## config.mk

```make
export PLATFORM = sky130hd
export DESIGN_NAME = range_scan_object_segmenter_core
export DESIGN_NICKNAME = d
export VERILOG_FILES = /design/src/hw/rtl/rsos_pkg.sv /design/src/hw/rtl/rsos_front.sv /design/src/hw/rtl/rsos_cmd_queue.sv /design/src/hw/rtl/rsos_back.sv /design/src/hw/rtl/range_scan_object_segmenter_core.sv
export SDC_FILE = /design/constraint.sdc
export NUM_CORES = 1
export LEC_CHECK = 0
export BUFFER_PORTS_ARGS = -buffer_cell sky130_fd_sc_hd__buf_2
export CORE_MARGIN = 2
export CORE_UTILIZATION = 60
export DETAILED_ROUTE_END_ITERATION = 10
export PLACE_DENSITY = 0.79
export SYNTH_ARGS = -nofsm -noshare
export SYNTH_HDL_FRONTEND = slang
export SYNTH_SLANG_ARGS = --single-unit
```

## constraint.sdc

```tcl
create_clock -name clk -period 15.45 [get_ports clk]
set_input_delay 0.7725 -clock clk [delete_from_list [all_inputs] [get_ports clk]]
set_output_delay 0.7725 -clock clk [all_outputs]
set_load 0.02 [all_outputs]
```

## src/hw/rtl/rsos_pkg.sv

```systemverilog
// ---------------------------------------------------------------------------
// rsos_pkg
// Shared types, codes and constants of the range scan object segmenter.
// ---------------------------------------------------------------------------
`default_nettype none

package rsos_pkg;

  // field widths
  localparam int DIST_W    = 12;
  localparam int ANG_W     = 8;
  localparam int FUNC_W    = 2;
  localparam int CNT_OUT_W = 3;
  localparam int IDX_OUT_W = 3;
  localparam int CFG_IDX_W = 3;

  // object table and report limits
  localparam int MAX_OBJECTS_DEF = 5;
  localparam int RESULT_CAP      = 5;

  // command queue between front and back
  localparam int CMD_DEPTH = 2;

  // item function codes
  localparam logic [FUNC_W-1:0] FUNC_START  = 2'd0;
  localparam logic [FUNC_W-1:0] FUNC_SAMPLE = 2'd1;
  localparam logic [FUNC_W-1:0] FUNC_FINISH = 2'd2;

  // configuration register indexes
  localparam logic [CFG_IDX_W-1:0] CFG_EDGE_THRESHOLD = 3'd0;
  localparam logic [CFG_IDX_W-1:0] CFG_SMOOTH_WINDOW  = 3'd1;
  localparam logic [CFG_IDX_W-1:0] CFG_FAR_LIMIT      = 3'd2;
  localparam logic [CFG_IDX_W-1:0] CFG_FAR_VALUE      = 3'd3;
  localparam logic [CFG_IDX_W-1:0] CFG_WIDTH_MIN      = 3'd4;
  localparam logic [CFG_IDX_W-1:0] CFG_WIDTH_MAX      = 3'd5;

  // configuration reset values
  localparam logic [DIST_W-1:0] EDGE_THRESHOLD_RST = 12'd480;
  localparam logic [DIST_W-1:0] SMOOTH_WINDOW_RST  = 12'd320;
  localparam logic [DIST_W-1:0] FAR_LIMIT_RST      = 12'd1600;
  localparam logic [DIST_W-1:0] FAR_VALUE_RST      = 12'd4000;
  localparam logic [ANG_W-1:0]  WIDTH_MIN_RST      = 8'd2;
  localparam logic [ANG_W-1:0]  WIDTH_MAX_RST      = 8'd75;

  // divide by three as multiply by ceil(2^16/3) and shift; exact for sums below 2^14
  localparam int            SUM3_W      = 14;
  localparam int            RECIP_W     = 15;
  localparam int            RECIP_SHIFT = 16;
  localparam logic [RECIP_W-1:0] THIRD_RECIP = 15'd21846;

  // edges are only tracked past this angle
  localparam logic [ANG_W-1:0] EDGE_MIN_ANGLE = 8'd4;
  // second seed sits this many degrees after the first
  localparam logic [ANG_W-1:0] SEED_STEP = 8'd2;

  // classified command handed from front to back
  typedef struct packed {
    logic [FUNC_W-1:0] func;
    logic [ANG_W-1:0]  angle;
    logic [DIST_W-1:0] dist_a;  // clamped mean on a sample, first seed on start
    logic [DIST_W-1:0] dist_b;  // second seed on start
  } cmd_t;

  // configuration seen by the back part
  typedef struct packed {
    logic [DIST_W-1:0] edge_threshold;
    logic [DIST_W-1:0] smooth_window;
    logic [ANG_W-1:0]  width_min;
    logic [ANG_W-1:0]  width_max;
  } back_cfg_t;

endpackage

`default_nettype wire

```

## src/hw/rtl/rsos_front.sv

```systemverilog
// ---------------------------------------------------------------------------
// rsos_front
// Accepts items, forms the trimmed mean of the five readings, swaps in the far
// value above the far limit and hands a classified command to the command queue.
// ---------------------------------------------------------------------------
`default_nettype none

module rsos_front
  import rsos_pkg::*;
(
  input  wire logic              clk,
  input  wire logic              rst,
  input  wire logic              push,
  output logic                   full,
  input  wire logic [FUNC_W-1:0] func,
  input  wire logic [ANG_W-1:0]  angle,
  input  wire logic [DIST_W-1:0] reading_a,
  input  wire logic [DIST_W-1:0] reading_b,
  input  wire logic [DIST_W-1:0] reading_c,
  input  wire logic [DIST_W-1:0] reading_d,
  input  wire logic [DIST_W-1:0] reading_e,
  input  wire logic [DIST_W-1:0] far_limit,
  input  wire logic [DIST_W-1:0] far_value,
  output cmd_t                   cmd_out,
  output logic                   cmd_push,
  input  wire logic              cmd_full
);

  localparam int NRD   = 5;
  localparam int SUM_W = DIST_W + 3;
  localparam int PROD_W = SUM3_W + RECIP_W;

  // stage 1: min, max and sum of the middle three
  logic              s1_valid;
  logic [FUNC_W-1:0] s1_func;
  logic [ANG_W-1:0]  s1_angle;
  logic [DIST_W-1:0] s1_a;
  logic [DIST_W-1:0] s1_b;
  logic [SUM3_W-1:0] s1_sum3;

  // stage 2: mean after the reciprocal multiply
  logic              s2_valid;
  logic [FUNC_W-1:0] s2_func;
  logic [ANG_W-1:0]  s2_angle;
  logic [DIST_W-1:0] s2_a;
  logic [DIST_W-1:0] s2_b;
  logic [DIST_W-1:0] s2_mean;

  logic              adv2;
  logic [SUM3_W-1:0] sum3;
  logic [PROD_W-1:0] prod;
  logic [DIST_W-1:0] clamped;

  // trim the extremes off the five readings
  always_comb begin
    logic [DIST_W-1:0] rd [NRD];
    logic [DIST_W-1:0] mn;
    logic [DIST_W-1:0] mx;
    logic [SUM_W-1:0]  sum5;
    rd[0] = reading_a;
    rd[1] = reading_b;
    rd[2] = reading_c;
    rd[3] = reading_d;
    rd[4] = reading_e;
    mn   = rd[0];
    mx   = rd[0];
    sum5 = SUM_W'(rd[0]);
    for (int i = 1; i < NRD; i++) begin
      if (rd[i] < mn) mn = rd[i];
      if (rd[i] > mx) mx = rd[i];
      sum5 = sum5 + SUM_W'(rd[i]);
    end
    sum3 = SUM3_W'(sum5 - SUM_W'(mn) - SUM_W'(mx));
  end

  // stage handshake
  assign adv2 = !s2_valid || !cmd_full;
  assign full = s1_valid && !adv2;

  always_ff @(posedge clk) begin
    if (rst) begin
      s1_valid <= 1'b0;
    end else if (!full) begin
      s1_valid <= push;
    end
  end

  always_ff @(posedge clk) begin
    if (!full) begin
      s1_func  <= func;
      s1_angle <= angle;
      s1_a     <= reading_a;
      s1_b     <= reading_b;
      s1_sum3  <= sum3;
    end
  end

  assign prod = PROD_W'(s1_sum3) * PROD_W'(THIRD_RECIP);

  always_ff @(posedge clk) begin
    if (rst) begin
      s2_valid <= 1'b0;
    end else if (adv2) begin
      s2_valid <= s1_valid;
    end
  end

  always_ff @(posedge clk) begin
    if (adv2) begin
      s2_func  <= s1_func;
      s2_angle <= s1_angle;
      s2_a     <= s1_a;
      s2_b     <= s1_b;
      s2_mean  <= DIST_W'(prod >> RECIP_SHIFT);
    end
  end

  // far readings count as empty space
  assign clamped = (s2_mean > far_limit) ? far_value : s2_mean;

  always_comb begin
    cmd_out.func   = s2_func;
    cmd_out.angle  = s2_angle;
    cmd_out.dist_a = (s2_func == FUNC_SAMPLE) ? clamped : s2_a;
    cmd_out.dist_b = s2_b;
  end

  assign cmd_push = s2_valid;

endmodule

`default_nettype wire

```

## src/hw/rtl/rsos_cmd_queue.sv

```systemverilog
// ---------------------------------------------------------------------------
// rsos_cmd_queue
// Short queue of classified commands between the front and back parts.
// ---------------------------------------------------------------------------
`default_nettype none

module rsos_cmd_queue
  import rsos_pkg::*;
(
  input  wire logic clk,
  input  wire logic rst,
  input  wire cmd_t wr_data,
  input  wire logic wr_en,
  output logic      full,
  output cmd_t      rd_data,
  output logic      empty,
  input  wire logic rd_en
);

  localparam int PTR_W = (CMD_DEPTH > 1) ? $clog2(CMD_DEPTH) : 1;
  localparam int CNT_W = $clog2(CMD_DEPTH + 1);
  localparam logic [PTR_W-1:0] PTR_LAST = PTR_W'(CMD_DEPTH - 1);

  cmd_t             mem [CMD_DEPTH];
  logic [PTR_W-1:0] wr_ptr;
  logic [PTR_W-1:0] rd_ptr;
  logic [CNT_W-1:0] fill;
  logic             do_wr;
  logic             do_rd;

  assign full  = (fill == CNT_W'(CMD_DEPTH));
  assign empty = (fill == '0);
  assign do_wr = wr_en && !full;
  assign do_rd = rd_en && !empty;

  // storage
  always_ff @(posedge clk) begin
    if (do_wr) begin
      mem[wr_ptr] <= wr_data;
    end
  end

  assign rd_data = mem[rd_ptr];

  // pointers and fill count
  always_ff @(posedge clk) begin
    if (rst) begin
      wr_ptr <= '0;
      rd_ptr <= '0;
      fill   <= '0;
    end else begin
      if (do_wr) wr_ptr <= (wr_ptr == PTR_LAST) ? '0 : wr_ptr + PTR_W'(1);
      if (do_rd) rd_ptr <= (rd_ptr == PTR_LAST) ? '0 : rd_ptr + PTR_W'(1);
      if (do_wr && !do_rd) fill <= fill + CNT_W'(1);
      else if (do_rd && !do_wr) fill <= fill - CNT_W'(1);
    end
  end

endmodule

`default_nettype wire

```

## src/hw/rtl/rsos_back.sv

```systemverilog
// ---------------------------------------------------------------------------
// rsos_back
// Carries out commands: keeps the sweep state, smooths, detects edges,
// records objects and walks the object table on a finish command.
// ---------------------------------------------------------------------------
`default_nettype none

module rsos_back
  import rsos_pkg::*;
#(
  parameter int MAX_OBJECTS = MAX_OBJECTS_DEF
) (
  input  wire logic                 clk,
  input  wire logic                 rst,
  input  wire back_cfg_t            cfg,
  input  wire cmd_t                 cmd,
  input  wire logic                 cmd_empty,
  output logic                      cmd_pop,
  output logic                      empty,
  input  wire logic                 pop,
  output logic [DIST_W-1:0]         filtered_distance,
  output logic [CNT_OUT_W-1:0]      objects_found,
  output logic                      object_valid,
  output logic [IDX_OUT_W-1:0]      object_index,
  output logic [ANG_W-1:0]          start_angle,
  output logic [ANG_W-1:0]          end_angle,
  output logic [ANG_W-1:0]          mid_angle,
  output logic                      last
);

  localparam int CNT_W = $clog2(MAX_OBJECTS + 1);
  localparam int IDX_W = (MAX_OBJECTS > 1) ? $clog2(MAX_OBJECTS) : 1;
  localparam int LW    = CNT_W + 1;

  localparam logic ST_IDLE = 1'b0;
  localparam logic ST_WALK = 1'b1;

  // sweep state
  logic [DIST_W-1:0] older_distance;
  logic [DIST_W-1:0] newer_distance;
  logic [ANG_W-1:0]  older_angle;
  logic [ANG_W-1:0]  newer_angle;
  logic              recording;
  logic [CNT_W-1:0]  count;
  logic [ANG_W-1:0]  cur_start;

  // object table, undefined until written
  logic [ANG_W-1:0] tab_start [MAX_OBJECTS];
  logic [ANG_W-1:0] tab_end   [MAX_OBJECTS];

  logic             state;
  logic [IDX_W-1:0] walk;

  // result register
  logic res_full;
  logic can_load;
  logic exec;
  logic load;

  assign can_load = !res_full || pop;
  assign exec     = (state == ST_IDLE) && !cmd_empty && can_load;
  assign load     = exec || ((state == ST_WALK) && can_load);
  assign cmd_pop  = exec;
  assign empty    = !res_full;

  // smoothing of the middle point
  logic [DIST_W:0]   sum_oc;
  logic              agree;
  logic [DIST_W-1:0] mid_dist;

  assign sum_oc = {1'b0, older_distance} + {1'b0, cmd.dist_a};
  assign agree  = ({1'b0, older_distance} < ({1'b0, cmd.dist_a} + {1'b0, cfg.smooth_window}))
               && (({1'b0, older_distance} + {1'b0, cfg.smooth_window}) > {1'b0, cmd.dist_a});
  assign mid_dist = agree ? sum_oc[DIST_W:1] : newer_distance;

  // edge detection and width check
  logic             edge_ok;
  logic             fall;
  logic             rise;
  logic             open_obj;
  logic             close_try;
  logic [ANG_W-1:0] obj_width;
  logic             wide_ok;
  logic             counted;

  assign edge_ok   = (int'(count) < MAX_OBJECTS) && (cmd.angle > EDGE_MIN_ANGLE);
  assign fall      = ({1'b0, mid_dist} + {1'b0, cfg.edge_threshold}) <= {1'b0, older_distance};
  assign rise      = {1'b0, mid_dist} >= ({1'b0, older_distance} + {1'b0, cfg.edge_threshold});
  assign open_obj  = edge_ok && fall && !recording;
  assign close_try = edge_ok && rise && recording;
  assign obj_width = older_angle - cur_start;
  assign wide_ok   = (older_angle > cur_start) && (obj_width > cfg.width_min)
                  && (obj_width < cfg.width_max);
  assign counted   = exec && (cmd.func == FUNC_SAMPLE) && close_try && wide_ok;

  // report walk over the table
  logic [CNT_W-1:0] rep_n;
  logic [IDX_W-1:0] emit_idx;
  logic [LW-1:0]    walk_nx;
  logic             walk_last;
  logic [ANG_W-1:0] rd_start;
  logic [ANG_W-1:0] rd_end;
  logic [ANG_W-1:0] rd_span;

  assign rep_n     = (int'(count) > RESULT_CAP) ? CNT_W'(RESULT_CAP) : count;
  assign emit_idx  = (state == ST_IDLE) ? '0 : walk;
  assign walk_nx   = LW'(emit_idx) + LW'(1);
  assign walk_last = (walk_nx == LW'(rep_n));
  assign rd_start  = tab_start[emit_idx];
  assign rd_end    = tab_end[emit_idx];
  assign rd_span   = rd_end - rd_start;

  // table writes on a counted object
  always_ff @(posedge clk) begin
    if (counted) begin
      tab_start[count[IDX_W-1:0]] <= cur_start;
      tab_end[count[IDX_W-1:0]]   <= older_angle;
    end
    if (exec && (cmd.func == FUNC_SAMPLE) && open_obj) begin
      cur_start <= older_angle;
    end
  end

  // sweep state and control
  always_ff @(posedge clk) begin
    if (rst) begin
      older_distance <= '0;
      newer_distance <= '0;
      older_angle    <= '0;
      newer_angle    <= '0;
      recording      <= 1'b0;
      count          <= '0;
      state          <= ST_IDLE;
      walk           <= '0;
      res_full       <= 1'b0;
    end else begin
      res_full <= load || (res_full && !pop);
      case (state)
        ST_IDLE: begin
          if (exec) begin
            case (cmd.func)
              FUNC_START: begin
                older_distance <= cmd.dist_a;
                newer_distance <= cmd.dist_b;
                older_angle    <= cmd.angle;
                newer_angle    <= cmd.angle + SEED_STEP;
                recording      <= 1'b0;
                count          <= '0;
              end
              FUNC_SAMPLE: begin
                if (open_obj) recording <= 1'b1;
                if (counted) begin
                  recording <= 1'b0;
                  count     <= count + CNT_W'(1);
                end
                older_distance <= mid_dist;
                newer_distance <= cmd.dist_a;
                older_angle    <= newer_angle;
                newer_angle    <= cmd.angle;
              end
              FUNC_FINISH: begin
                if ((rep_n != '0) && !walk_last) begin
                  state <= ST_WALK;
                  walk  <= IDX_W'(walk_nx);
                end
              end
              default: begin
              end
            endcase
          end
        end
        ST_WALK: begin
          if (can_load) begin
            if (walk_last) state <= ST_IDLE;
            else walk <= IDX_W'(walk_nx);
          end
        end
        default: state <= ST_IDLE;
      endcase
    end
  end

  // result payload
  always_ff @(posedge clk) begin
    if (load) begin
      filtered_distance <= '0;
      objects_found     <= CNT_OUT_W'(count);
      object_valid      <= 1'b0;
      object_index      <= '0;
      start_angle       <= '0;
      end_angle         <= '0;
      mid_angle         <= '0;
      last              <= 1'b1;
      if (exec && (cmd.func == FUNC_START)) begin
        objects_found <= '0;
      end
      if (exec && (cmd.func == FUNC_SAMPLE)) begin
        filtered_distance <= cmd.dist_a;
        objects_found     <= CNT_OUT_W'(counted ? count + CNT_W'(1) : count);
      end
      if ((state == ST_WALK) || (cmd.func == FUNC_FINISH && rep_n != '0)) begin
        object_valid <= 1'b1;
        object_index <= IDX_OUT_W'(emit_idx);
        start_angle  <= rd_start;
        end_angle    <= rd_end;
        mid_angle    <= rd_start + (rd_span >> 1);
        last         <= walk_last;
      end
    end
  end

  // checks on the object bookkeeping
  a_count_bound: assert property (@(posedge clk) disable iff (rst)
    int'(count) <= MAX_OBJECTS)
    else $error("object count beyond table depth");

  a_walk_range: assert property (@(posedge clk) disable iff (rst)
    (state == ST_WALK) |-> (walk != '0) && (LW'(walk) < LW'(rep_n)))
    else $error("table walk index out of range");

  a_start_clears: assert property (@(posedge clk) disable iff (rst)
    (exec && cmd.func == FUNC_START) |=> (count == '0) && !recording)
    else $error("start command did not clear the scan");

  a_count_ends_rec: assert property (@(posedge clk) disable iff (rst)
    counted |=> !recording && (count == $past(count) + CNT_W'(1)))
    else $error("counted object left recording on");

endmodule

`default_nettype wire

```

## src/hw/rtl/range_scan_object_segmenter_core.sv

```systemverilog
// ---------------------------------------------------------------------------
// range_scan_object_segmenter_core
// Cuts a sweep of range readings into objects and reports their angles.
// ---------------------------------------------------------------------------
// A start transaction seeds two points and clears the object count, each
// sample transaction yields one result with its clamped trimmed mean, and a
// finish transaction yields one result per counted object (at most five,
// last marked) or a single empty one. The front stages take one item per
// cycle unless the command queue holds them back; the back part reads the
// object table for a finish item one entry per cycle while the result
// register can take it. A two-entry command queue and a single result
// register let either side stall on its own.
`default_nettype none

module range_scan_object_segmenter_core
  import rsos_pkg::*;
#(
  parameter int MAX_OBJECTS = MAX_OBJECTS_DEF
) (
  input  wire logic                 clk,
  input  wire logic                 rst,
  // items
  input  wire logic                 push,
  output logic                      full,
  input  wire logic [FUNC_W-1:0]    func,
  input  wire logic [ANG_W-1:0]     angle,
  input  wire logic [DIST_W-1:0]    reading_a,
  input  wire logic [DIST_W-1:0]    reading_b,
  input  wire logic [DIST_W-1:0]    reading_c,
  input  wire logic [DIST_W-1:0]    reading_d,
  input  wire logic [DIST_W-1:0]    reading_e,
  // results
  output logic                      empty,
  input  wire logic                 pop,
  output logic [DIST_W-1:0]         filtered_distance,
  output logic [CNT_OUT_W-1:0]      objects_found,
  output logic                      object_valid,
  output logic [IDX_OUT_W-1:0]      object_index,
  output logic [ANG_W-1:0]          start_angle,
  output logic [ANG_W-1:0]          end_angle,
  output logic [ANG_W-1:0]          mid_angle,
  output logic                      last,
  // configuration writes
  input  wire logic                 cfg_valid,
  output logic                      cfg_ready,
  input  wire logic [CFG_IDX_W-1:0] cfg_index,
  input  wire logic [DIST_W-1:0]    cfg_data
);

  logic [DIST_W-1:0] edge_threshold;
  logic [DIST_W-1:0] smooth_window;
  logic [DIST_W-1:0] far_limit;
  logic [DIST_W-1:0] far_value;
  logic [ANG_W-1:0]  width_min;
  logic [ANG_W-1:0]  width_max;
  back_cfg_t         back_cfg;

  cmd_t cmd_wr;
  cmd_t cmd_rd;
  logic cmd_push;
  logic cmd_full;
  logic cmd_empty;
  logic cmd_pop;

  // configuration registers
  assign cfg_ready = 1'b1;

  always_ff @(posedge clk) begin
    if (rst) begin
      edge_threshold <= EDGE_THRESHOLD_RST;
      smooth_window  <= SMOOTH_WINDOW_RST;
      far_limit      <= FAR_LIMIT_RST;
      far_value      <= FAR_VALUE_RST;
      width_min      <= WIDTH_MIN_RST;
      width_max      <= WIDTH_MAX_RST;
    end else if (cfg_valid && cfg_ready) begin
      case (cfg_index)
        CFG_EDGE_THRESHOLD: edge_threshold <= cfg_data;
        CFG_SMOOTH_WINDOW:  smooth_window  <= cfg_data;
        CFG_FAR_LIMIT:      far_limit      <= cfg_data;
        CFG_FAR_VALUE:      far_value      <= cfg_data;
        CFG_WIDTH_MIN:      width_min      <= cfg_data[ANG_W-1:0];
        CFG_WIDTH_MAX:      width_max      <= cfg_data[ANG_W-1:0];
        default: begin
        end
      endcase
    end
  end

  always_comb begin
    back_cfg.edge_threshold = edge_threshold;
    back_cfg.smooth_window  = smooth_window;
    back_cfg.width_min      = width_min;
    back_cfg.width_max      = width_max;
  end

  // front: trimmed mean and classification
  rsos_front u_front (
    .clk       (clk),
    .rst       (rst),
    .push      (push),
    .full      (full),
    .func      (func),
    .angle     (angle),
    .reading_a (reading_a),
    .reading_b (reading_b),
    .reading_c (reading_c),
    .reading_d (reading_d),
    .reading_e (reading_e),
    .far_limit (far_limit),
    .far_value (far_value),
    .cmd_out   (cmd_wr),
    .cmd_push  (cmd_push),
    .cmd_full  (cmd_full)
  );

  // command queue
  rsos_cmd_queue u_queue (
    .clk     (clk),
    .rst     (rst),
    .wr_data (cmd_wr),
    .wr_en   (cmd_push),
    .full    (cmd_full),
    .rd_data (cmd_rd),
    .empty   (cmd_empty),
    .rd_en   (cmd_pop)
  );

  // back: sweep state, objects and reporting
  rsos_back #(
    .MAX_OBJECTS (MAX_OBJECTS)
  ) u_back (
    .clk               (clk),
    .rst               (rst),
    .cfg               (back_cfg),
    .cmd               (cmd_rd),
    .cmd_empty         (cmd_empty),
    .cmd_pop           (cmd_pop),
    .empty             (empty),
    .pop               (pop),
    .filtered_distance (filtered_distance),
    .objects_found     (objects_found),
    .object_valid      (object_valid),
    .object_index      (object_index),
    .start_angle       (start_angle),
    .end_angle         (end_angle),
    .mid_angle         (mid_angle),
    .last              (last)
  );

endmodule

`default_nettype wire
```

==> key figures, run 1 <==
Global routing
  – Vias in the first global route: 21900
  – GRT overflow: 0
  – GRT Total Usage: 31.3%
  – First-pass GRT wire length: 119000 um
  – Largest net degree at the start of global routing: 73
  – Initial antenna violation count: 9

Cells and area
  – Area of the multi-input gates: 15600 sq um
  – Final nets: 3460
  – # diodes: 0
  – Utilization after layout: 67.0%
  – Area Growth Syn to Fin: 10.2%
  – Share of cells above drive strength 1: 9.52%
  – Fillers: 3552
  – Register Area: 11200 sq um

STA
  – RSZ-0062 raised after global routing: no
  – Final Max Tran Viols: 0
  – Final hold vios: 0
  – Period utilisation layout: 90.2%
  – Worst slew margin: 21.7%
  – Final setup violation count: 0
  – Final worst slack: 1510 ps
  – Final setup TNS: 0 ps
  – Setup Skew: 22.1 ps
  – Fmax: 0.0717 GHz
  – Tmin final: 13940 ps
  – Slew at the pin with the worst max-slew slack: 1170 ps

Clocking
  – CTS Buf Count: 44
  – # hold bufs at CTS: 0
  – Clock transition at the registers of the reported paths: 60 ps
  – Htree depth: 2
  – Post_cts resized: 0
  – Post-CTS Setup Bufs: 0
  – Worst-Skew Late Latency: 580 ps
  – Worst-case clock buffer depth: 3
  – TritonCTS Sinks: 414
  – CTS tree: yes
  – Root Buffer Master: clkbuf_16

Synthesis
  – Post-synthesis sequential element count: 414
  – Syn Std Cell Area: 28400 sq um
  – Cells after Synth: 2777
  – Post-synth EDFFs: 294
  – Synth Area per Inst: 10.2 sq um
  – Sequential area share after synthesis: 39.6%
  – Yosys warns: 0
  – Synthesized Nets: 3332
  – Synth cell types: 67
  – Main synth FF type: edfxtp_1
  – Async set-reset flop share out of synthesis: 0%

Place
  – I/O Buffers: 135
  – Place WS: 1030 ps
  – DP Wirelength: 58900 um
  – Placer Congestion: 1.02

Die
  – I/O pin count: 137
  – Die area: 49100 sq um
  – Row count: 79
  – Die height: 222 um
  – Core ar.: 46700 sq um
  – Die W: 222 um
  – Initial Util: 60.8%

Hold path
  – HP Class: in -> reg

Critical path
  – CP bufs+invs: 6
  – Crit path kind: in -> reg
  – CP top delay family: compound AO/OA/AOI/OAI gates
  – Arrival time at the worst endpoint: 14270 ps
  – Crit. End Element: flop
  – CP Max Fanout: 19
  – WP data required: 15780 ps
  – CP Launch Type: input port
  – Cell mode on critical path: a21oi_1
  – CP max-delay cell: a31oi_2
  – Largest stage delay, worst path: 890 ps

Flow run
  – Max-cap violations: 0

Status
  – Failing checks: DRC
  – Status: finished with violations

Route
  – Per-cell routed wire length: 21.5 um
  – Routed vias: 21500
  – Routed WL: 76400 um
  – # DRC: 3
  – 1st-iter DRT viols: 2088
  – TritonRoute pass-1 iters: 9
  – Vias/cell: 6.07
  – ANT nets after route: 0
worst paths after layout:
kind	cells past startpoint	slack [ps]	from	endpoint
max	53	1510	reading_a[10]	u_front.s1_sum3[13]
min	1	380	angle[0]	u_front.s1_angle[0]
max reg2reg	42	5630	flop	u_back.cur_start[3]
min reg2reg	0	420	u_front.s1_b[1]	u_front.s2_b[1]
cell usage after synthesis (all sizes together), types with 10 or more instances:
cell	count	area (sq um)
ha	352	4400
inv	328	1230
edfxtp	294	8830
a21oi	233	1170
nand2	214	803
nor2	213	800
dfxtp	120	2400
fa	113	2260
mux2i	104	1040
o21ai	99	495
xnor2	78	683
clkbuf	70	263
a21o	62	465
nand4	37	231
nor3	35	175
nand3	34	170
xor2	32	280
o21bai	31	233
a211oi	30	225
nand2b	27	169
nor2b	26	163
o21a	22	165
and3	17	106
o211ai	16	120
a31oi	15	100
buf	15	68.8
mux2	15	176
nor4	15	109
o31ai	15	113
a21boi	13	97.6
and2	12	75.1
a41o	10	100
cell usage in the layout (no fill, tap or decap), types with 30 or more instances in the layout:
cell type  synthesis  routed
a211oi_1          30      30
a21o_1            62      62
a21oi_1          233     233
buf_2              1     134
buf_4              1      33
clkbuf_16          0      44
dfxtp_1          120     119
edfxtp_1         294     294
fa_1             113     113
ha_1             352     352
inv_1            328     326
mux2i_1          104     103
nand2_1          214     211
nand3_1           34      34
nand4_1           37      37
nor2_1           213     212
nor3_1            35      35
o21ai_0           97      97
o21bai_1          31      31
xnor2_1           78      78
xor2_1            32      32
cell families after synthesis:
group,count (synthesis),share of synthesized area (%)
AND/OR/NAND/NOR,646,10.3
XOR/XNOR,110,3.39
multiplexers,119,4.29
flip-flops,414,39.6
AO/OA/AOI/OAI,609,13.5
buffers and inverters,413,5.51
adder cells (fa/ha/maj),465,23.5
other,1,0.0132
worst reg2reg max path: cells and delay by family, from the launching register on:
family                     cells  cell delay [ps]
adders and majority gates      4             1200
buffers and inverters          4              940
AOI/OAI and AO/OA             22             4390
xor gates and xnor gates       2              270
DFF                            1              310
muxes                          2              850
and+or+nand+nor                8             1450
metal layers:
metal / GRT usage, % / part of all wire [%] / vias up
li1: - / - / 10100
met5: 0 / 0.15 / -
met1: 37.5 / 38 / 10300
met3: 6.31 / 7.4 / 240
met2: 54.0 / 49 / 866
met4: 15.2 / 5.2 / 18
cell type report:
type	instances	area share [%]
well taps	607	2.43
inverters	328	3.94
multi-input cells	1950	50.0
clock inverters	25	0.828
repair buffers	167	2.94
clock buffers	57	3.93
flip-flops and latches	414	35.9
registers in the layout, summed over array words and instances, names as in the netlist, 12 cells and up, named ones only:
name,flops
u_back.older_distance,12
u_front.s2_mean,12
u_back.filtered_distance,12
far_limit,12
u_front.s1_a,12
u_back.tab_end,40
u_queue.mem,68
u_front.s1_b,12
u_front.s2_b,12
u_back.newer_distance,12
u_front.s2_a,12
far_value,12
u_front.s1_sum3,14
u_back.tab_start,40
smooth_window,12
edge_threshold,12
per-stage QoR:
| step | hold WS [ps] | area (sq um) | instances |
|---|---|---|---|
| finish | 378 | 31300 | 3548 |
| global route | 343 | 31300 | 3548 |
| CTS | 345 | 31300 | 3548 |
| detailed placement | 405 | 29800 | 3466 |
| global placement | 401 | 29800 | 3466 |
| floorplan | 400 | 28400 | 2777 |
Power of run 1 is not shown: default switching activity piles up to over one toggle a cycle in this logic, so the estimate is an artifact.
==> run 2: changes to the inputs <==
Settings changed: SKIP_CTS_REPAIR_TIMING set to 1, SYNTH_HIERARCHICAL set to 1.
Clock period 15.45 ns to 15 ns, I/O delays scaled along.
==> run 2 against run 1 <==
Compared with the run above: the flow now finishes without violations; critical path depth increased by 6; worst setup slack got worse by 480 ps; final cell count decreased by 0.17%; global-route usage decreased by 0.17 points; die area increased by 2.4%; synthesized area increased by 2.4%; routed wire length increased by 0.58%; sequential share of layout area decreased by 0.80 points; clock skew increased by 12 ps; via count decreased by 1.0%; critical endpoint is now u_front/s1_sum3[13].
==> key figures, run 2 <==
Status
  – Status: complete, no violations

Cells and area
  – Max reg flops: 68 (unchanged)
  – Utilization after layout: 67.0% (about the same)
  – Final nets: 3445 (-0.43%)
  – Post-route cell area: 32000 sq um (+2.3%)
  – Top reg by flops: u_queue/mem
  – Commonest non-fill, non-tap cell in the layout: ha_1
  – Fillers: 3679 (+3.6%)
  – Share of cells above drive strength 1: 10.8% (+1.3 points)
  – Most frequent cells in the layout: ha_1 (341), inv_1 (319), edfxtp_1 (294)
  – Area Growth Syn to Fin: 10.0%

Hold path
  – HP Class: in -> reg
  – Worst hold start: angle[6]
  – Hold endpoint: u_front/s1_angle[6]
  – Worst Hold Depth: 1 (unchanged)

Flow run
  – Max-cap violations: 0 (unchanged)

Synthesis
  – Post-synthesis sequential element count: 414 (unchanged)
  – Main synth FF type: edfxtp_1
  – Post-synth top area share: 30.4% (-0.74 points)
  – Commonest cells in the netlist: ha_1 (341), inv_1 (319), edfxtp_1 (294)
  – Async set-reset flop share out of synthesis: 0% (unchanged)
  – Top cell type by total area after synthesis: edfxtp_1
  – Dominant cells by area after synthesis: edfxtp_1 (30%), ha_1 (15%), fa_1 (8.5%)
  – Most instantiated library cell after synthesis: ha_1
  – Synth cell types: 92 (+37%)
  – Cells after Synth: 2768 (-0.32%)
  – Syn Std Cell Area: 29100 sq um (+2.4%)
  – Yosys warns: 6 (+6)
  – Post-synth EDFFs: 294 (unchanged)
  – Synthesized Nets: 3322 (-0.30%)
  – Sequential area share after synthesis: 38.6% (-0.94 points)
  – Synth Area per Inst: 10.5 sq um (+2.8%)

Route
  – Per-cell routed wire length: 21.7 um (+0.75%)
  – ANT nets after route: 0 (unchanged)
  – Routed WL: 76800 um (+0.58%)
  – # DRC: 0 (-3)
  – Routed vias: 21300 (-1.0%)
  – 1st-iter DRT viols: 1861 (-11%)
  – Vias/cell: 6.02 (-0.87%)
  – TritonRoute pass-1 iters: 5 (-4)

Global routing
  – First-pass GRT wire length: 120000 um (+0.34%)
  – GRT Total Usage: 31.1% (-0.17 points)
  – Largest net degree at the start of global routing: 75 (+2.7%)
  – Initial antenna violation count: 2 (-7)
  – GRT overflow: 0 (unchanged)
  – Vias in the first global route: 21500 (-2.1%)

Critical path
  – Crit path kind: in -> reg
  – Worst r2r dst: u_back/cur_start[1]
  – FF-to-FF path depth: 34 (-19%)
  – Arrival time at the worst endpoint: 14290 ps (+20 ps)
  – Largest stage delay, worst path: 610 ps (-280 ps)
  – CP Launch Type: input port
  – CP Max Fanout: 21 (+2)
  – Crit. End Element: flop
  – CP top delay family: compound AO/OA/AOI/OAI gates
  – Cell mode on critical path: a21oi_1
  – WP data required: 15320 ps (-460 ps)
  – CP bufs+invs: 4 (-2)
  – CP max-delay cell: nand3_1
  – R2r setup slk: 5750 ps (+120 ps)

Die
  – Die area: 50200 sq um (+2.4%)
  – Row count: 80 (+1.3%)
  – I/O pin count: 137 (unchanged)
  – Die height: 224 um (+1.2%)
  – Die W: 224 um (+1.2%)
  – Initial Util: 60.9% (about the same)
  – Core ar.: 47700 sq um (+2.3%)

STA
  – Final setup violation count: 0 (unchanged)
  – Final setup TNS: 0 ps (unchanged)
  – RSZ-0062 raised after global routing: no
  – Slew at the pin with the worst max-slew slack: 1210 ps (+37.1 ps)
  – Worst slew margin: 19.3% (-2.4 points)
  – Final hold vios: 0 (unchanged)
  – Period utilisation layout: 93.1%
  – Fmax: 0.0716 GHz
  – Tmin final: 13970 ps
  – Setup Skew: 33.9 ps (+11.8 ps)
  – Final Max Tran Viols: 0 (unchanged)

Clocking
  – CTS tree: yes
  – TritonCTS Sinks: 414 (unchanged)
  – Worst-Skew Late Latency: 600 ps (+20 ps)
  – Root Buffer Master: clkbuf_16
  – Htree depth: 2 (unchanged)
  – Clock transition at the registers of the reported paths: 60 ps (about the same)
  – CTS Buf Count: 46 (+4.5%)
  – Worst-case clock buffer depth: 3 (unchanged)

Place
  – Placer Congestion: 0.965 (-5.0%)
  – I/O Buffers: 135 (unchanged)
  – DP Wirelength: 60500 um (+2.7%)
  – Placed Area: 30400 sq um (+2.0%)
## run 2: changes by cell type in the layout (fill, tap and decap cells not counted), moves of 14 or more
cell and change:
a311oi_1 +23, a211oi_1 -20, mux2i_1 +18, nor3_1 +14, nand2_1 -75, o21bai_1 -18
nand2b_1 +62, a21oi_1 -49, mux2_2 +36
## run 2: kinds of logic after synthesis
| family | after synthesis | synth area share, % |
|---|---|---|
| flip-flops | 414 | 38.6 |
| other | 1 | 0.0129 |
| buffers and inverters | 405 | 5.42 |
| AO/OA/AOI/OAI | 528 | 11.9 |
| adder cells (fa/ha/maj) | 464 | 23.1 |
| AND/OR/NAND/NOR | 680 | 11.6 |
| multiplexers | 180 | 6.45 |
| XOR/XNOR | 96 | 2.89 |
## run 2: worst register-to-register path, delay by kind of cell (launching register included)
family	cells	cell delay, ps
fa+ha+maj	6	1820
mux	2	870
xor+xnor	2	280
buf+inv	2	320
flops	1	710
compound gates	14	3290
simple gates	8	1640
## run 2: how the worst max path moves through the flow
stage	to	slack (ps)	cells after the start	from
final	u_front/s1_sum3[13]	1030	59	reading_a[3]
after global routing	u_front/s1_sum3[13]	60	60	reading_a[3]
after CTS	u_front/s1_sum3[13]	1220	59	reading_a[3]
after detailed placement	u_front/s1_sum3[13]	670	59	reading_a[9]
after global placement	u_front/s1_sum3[13]	790	59	reading_a[3]
after floorplan	u_front/s1_sum3[13]	2260	63	reading_a[3]
## run 2: area by class of cell
cell class                 count  area [sq um]  area share (%)
sequential                   414         11200            35.1
clock inverter                28           388            1.21
multi-input combinational   1949         16300            51.0
clock buffer                  54          1210            3.79
tap                          615           769            2.41
timing repair buffer         161           873            2.73
antenna                        2          5.00          0.0156
inverter                     319          1200            3.74
## run 2: stage by stage
stage | hold slack (ps) | worst slack, ps | cells
global route | 293 | 59.4 | 3540
finish | 324 | 1030 | 3542
CTS | 289 | 1220 | 3540
floorplan | 400 | 2260 | 2768
global placement | 405 | 789 | 3458
detailed placement | 405 | 673 | 3458
## run 2: layer usage
layer	GRT usage, %	part of all wire (%)
met1	40.6	42
met2	53.0	48
met3	4.49	6.4
met4	11.0	3.5
met5	0	0
Power of run 2 is left out for the same reason.
